$ cat src/hdl/sfc_pkg.sv
`timescale 1ns / 1ps

package sfc_pkg;

  localparam int unsigned MaskW   = 64;
  localparam int unsigned PageW   = 4;
  localparam int unsigned LabelW  = 8;
  localparam int unsigned TimerW  = 32;
  localparam int unsigned SecW    = 23;
  localparam int unsigned PassW   = 8;

  // seconds = floor((ms >> 3) * RecipMul >> RecipShift), exact for 32-bit ms
  localparam int unsigned RecipShift = 36;
  localparam logic [29:0] RecipMul   = 30'd549755814;

  localparam logic [1:0] KindLoadTrans = 2'd0;
  localparam logic [1:0] KindLoadStep  = 2'd1;
  localparam logic [1:0] KindScan      = 2'd2;

  typedef struct packed {
    logic [PageW-1:0] page;
    logic [MaskW-1:0] up;
    logic [MaskW-1:0] dn;
  } trans_entry_t;

  typedef struct packed {
    logic              en;
    trans_entry_t      ent;
  } trans_rd_t;

  typedef struct packed {
    logic [LabelW-1:0] label;
    logic [TimerW-1:0] timer;
  } step_entry_t;

  typedef enum logic [5:0] {
    S_IDLE = 6'b000001,
    S_PASS = 6'b000010,
    S_RD   = 6'b000100,
    S_UPD  = 6'b001000,
    S_MUL  = 6'b010000,
    S_SEND = 6'b100000
  } state_e;

endpackage

$ cat src/hdl/sfc_step_mem.sv
`timescale 1ns / 1ps

module sfc_step_mem #(
  parameter int unsigned Depth = 64,
  parameter int unsigned IdxW  = 6
) (
  input  logic                clk_i,
  input  logic                rst_ni,
  input  logic                we_i,
  input  logic [IdxW-1:0]     waddr_i,
  input  sfc_pkg::step_entry_t wdata_i,
  input  logic [IdxW-1:0]     raddr_i,
  output sfc_pkg::step_entry_t rdata_o
);

  sfc_pkg::step_entry_t mem [Depth];
  logic [Depth-1:0]     vld_q;
  sfc_pkg::step_entry_t rd_q;
  logic                 rd_vld_q;

  always_ff @(posedge clk_i) begin
    if (we_i) begin
      mem[waddr_i] <= wdata_i;
    end
    rd_q <= mem[raddr_i];
  end

  always_ff @(posedge clk_i or negedge rst_ni) begin
    if (!rst_ni) begin
      vld_q    <= '0;
      rd_vld_q <= 1'b0;
    end else begin
      if (we_i) begin
        vld_q[waddr_i] <= 1'b1;
      end
      rd_vld_q <= vld_q[raddr_i];
    end
  end

  // never-written entries read as zero
  assign rdata_o = rd_vld_q ? rd_q : '0;

endmodule

$ cat config.mk
export PLATFORM = sky130hd
export DESIGN_NAME = sfc_step_mem
export DESIGN_NICKNAME = d
export VERILOG_FILES = /design/src/hdl/sfc_pkg.sv /design/src/hdl/sfc_step_mem.sv
export SDC_FILE = /design/constraint.sdc
export NUM_CORES = 2
export LEC_CHECK = 0
export BUFFER_PORTS_ARGS = -buffer_cell sky130_fd_sc_hd__buf_2
export CORE_UTILIZATION = 35
export CTS_CLUSTER_SIZE = 24
export DETAILED_ROUTE_END_ITERATION = 7
export HOLD_SLACK_MARGIN = 0.15
export PLACE_DENSITY_LB_ADDON = 0.12
export RECOVER_POWER = 50
export SETUP_SLACK_MARGIN = 0.05
export SLEW_MARGIN = 20
export SYNTH_ARGS = -nofsm -noshare
export SYNTH_HDL_FRONTEND = slang
export SYNTH_SLANG_ARGS = --single-unit
$ cat constraint.sdc
create_clock -name clk_i -period 3.8 [get_ports clk_i]
set_clock_uncertainty 0.2 [all_clocks]
set_input_delay 0.76 -clock clk_i [delete_from_list [all_inputs] [get_ports clk_i]]
set_output_delay 0.76 -clock clk_i [all_outputs]
set_load 0.01 [all_outputs]
==> flow_metrics.tcl <==
set metrics [dict create \
    viasPerCell 5.49 \
    tritoncts "built" \
    drt_iter0_drc 4529 \
    layout_commonest_cell "edfxtp_1" \
    netSwitchingFraction_pct 21.6 \
    setup_viol_count_final 0 \
    worst_ir_drop_vdd_uv 341 \
    synth-async-reset-ratio_pct 2.44 \
    post_dp_cell_area_um2 109000 \
    synthesis.nets 4474 \
    wl_mm 302 \
    clk_latency_ps 860 \
    firstDrtPassIters 5 \
    yosysWarnings 0 \
    drive_gt1_share_pct 30.2 \
    areaGrowthSynthToFinish_pct 17.1 \
    place_ws_ps 169 \
    worstPathMaxFanout 41 \
    grt_pass1_vias 50500 \
    grt_max_degree 65 \
    overflow 0 \
    stdcell_area_um2 118000 \
    ant_nets 0 \
    gp_congestion 0.745 \
    cts.sinks 2665 \
    num_vias 48900 \
    die_area_um2 289000 \
    end_kind "register" \
    mostFrequentLayoutCells "2560 x edfxtp_1, 629 x mux4_2, 300 x clkbuf_16" \
    power_mw 63.0 \
    synth_area_per_cell_um2 22.7 \
    antenna_found_initial 31 \
    worst_pin_slew_ps 3190 \
    hold_path.class "reg -> reg" \
    start_util_pct 35.2 \
    violations "capacitance limit, slew limit" \
    relSlewSlack_pct -113 \
    cp-start-kind "input pin" \
    p_sw_mw 13.6 \
    synth_seq_area_share_pct 79.0 \
    period_needed_ps 3450 \
    core_area_um2 285000 \
    timing.fmax_ghz 0.289 \
    powerDensity_nw_per_um2 536 \
    die_w_um 538 \
    synth_seq_cells 2665 \
    crit_arrival_ps 3650 \
    clock_path_buffers 4 \
    ctsHtreeMaxLevel 5 \
    clk_pin_slew_ps 50 \
    finalMaxSlewViolations 2208 \
    fill_cells 25000 \
    nets 4969 \
    grt_pass1_wl_mm 417 \
    drv_cap 42 \
    cts-root-buf "clkbuf_16" \
    cts_buffers 292 \
    synthesis.area_um2 100000 \
    synth_edf_count 2560 \
    pwr-share-seq_pct 52.2 \
    fp.dieH_um 538 \
    rows 196 \
    dpl.hpwl_mm 169 \
    remaining_drc_errors 0 \
    synth_cell_types 38 \
    dp.cells 8379 \
    p_int_mw 49.3 \
    synthFlopType "edfxtp_1" \
    period_share_pct 90.9 \
    wire_per_inst_um 33.9 \
    p_leak_nw 36.8 \
    syn_inst 4419 \
    io_pins 95 \
    grt.total_usage_pct 20.9 \
    layout_setup_ws_ps 346 \
    io_buffers 94 \
    outcome "finished with violations" \
    p_clk_share_pct 42.5 \
    fin_cells 8910 \
    worstSetupPathType "in -> reg" \
    rsz0062_at_grt "no" \
    hold_viol 0 \
    crit_required_ps 3990 \
    combPwrFrac_pct 5.4 \
]
[cell usage after synthesis (17+ instances only)]
| library cell | instances | share of area [%] |
|---|---|---|
| a211oi_1 | 52 | 0.39 |
| a21oi_1 | 17 | 0.085 |
| a22oi_1 | 59 | 0.44 |
| and2_1 | 43 | 0.27 |
| buf_1 | 24 | 0.090 |
| buf_2 | 71 | 0.35 |
| buf_4 | 42 | 0.31 |
| clkbuf_1 | 100 | 0.37 |
| dfrtp_1 | 65 | 1.6 |
| dfxtp_1 | 40 | 0.80 |
| edfxtp_1 | 2560 | 77 |
| mux2i_1 | 62 | 0.62 |
| mux4_2 | 629 | 14 |
| nand2_1 | 27 | 0.10 |
| nand3_1 | 35 | 0.17 |
| nor2_1 | 99 | 0.37 |
| nor2b_1 | 52 | 0.32 |
| nor3_1 | 31 | 0.15 |
| nor4_1 | 29 | 0.18 |
| o221ai_1 | 39 | 0.34 |
| o22a_1 | 29 | 0.25 |
| o22ai_1 | 172 | 1.1 |
| or2_2 | 71 | 0.44 |
[power by group through the flow]
stage	clock network (mW)	registers (mW)	logic [mW]
final	26.8	32.8	3.38
after global routing	28.4	32.9	3.60
after CTS	27.4	32.8	3.50
after detailed placement	0	33.4	3.49
after global placement	0	33.4	3.43
after floorplan	0	33.3	1.75
[path summary, 6_finish.rpt]
path	startpoint	endpoint	slack, ps	cells past startpoint
min in group asynchronous	rst_ni	vld_q[46]$_DFFE_PN0P_	590	2
min reg2reg	vld_q[29]$_DFFE_PN0P_	vld_q[29]$_DFFE_PN0P_	260	1
max reg2reg	mem[45][4]$_DFFE_PP_	rd_q[4]$_DFF_P_	1620	5
min	vld_q[29]$_DFFE_PN0P_	vld_q[29]$_DFFE_PN0P_	260	1
max	waddr_i[2]	mem[31][21]$_DFFE_PP_	350	5
max in group asynchronous	rst_ni	vld_q[16]$_DFFE_PN0P_	1160	3
[critical path, cell delays in order]
cell and delay (ps):
clkbuf_1 450, nand4_1 150, clkbuf_1 420, nor2_4 200
clkbuf_2 1580
[area by class of cell]
type	count	area, um^2	area share, %
Sequential cell	2665	79300	67.4
Multi-Input combinational cell	1504	20400	17.4
Clock buffer	393	7970	6.78
Tap cell	3762	4710	4.00
Timing Repair Buffer	450	4270	3.63
Clock inverter	124	888	0.756
Antenna cell	11	27.5	0.0234
Inverter	1	3.75	0.00319
[registers in the layout (all words and copies together), names as in the netlist]
| register | flops |
|---|---|
| mem | 2560 |
| rd_q | 40 |
| vld_q | 64 |
| rd_vld_q | 1 |
[metrics by stage]
step,utilization (%),hold slack [ps],setup TNS (ps)
2_1_floorplan,-,234,-53360
3_3_place_gp,38.1,246,-4330
3_5_place_dp,38.2,247,0
4_1_cts,41.3,162,0
5_1_grt,41.2,271,0
6_report,41.2,260,0
[logic make-up after synthesis]
kind of cell / synth area share (%)
compound gates: 2.74
buf+inv: 1.26
flops: 79.0
mux: 14.8
simple gates: 2.19
[what timing repair did]
action / 4_1_cts / 5_1_grt
hold buffers: 1 / 1
setup endpoints to repair: 0 / 0
resized for setup: 0 / 0
buffers inserted: 0 / 0
hold endpoints to repair: 47 / 16
[per-layer routing]
metal	GRT usage, %	vias up	routed length [um]
li1	-	19900	-
met1	29.3	27200	132000
met2	34.4	1350	147000
met3	2.79	372	14500
met4	5.47	6	7420
met5	0	-	38
Note: power is estimated with default switching activity, not from simulation.
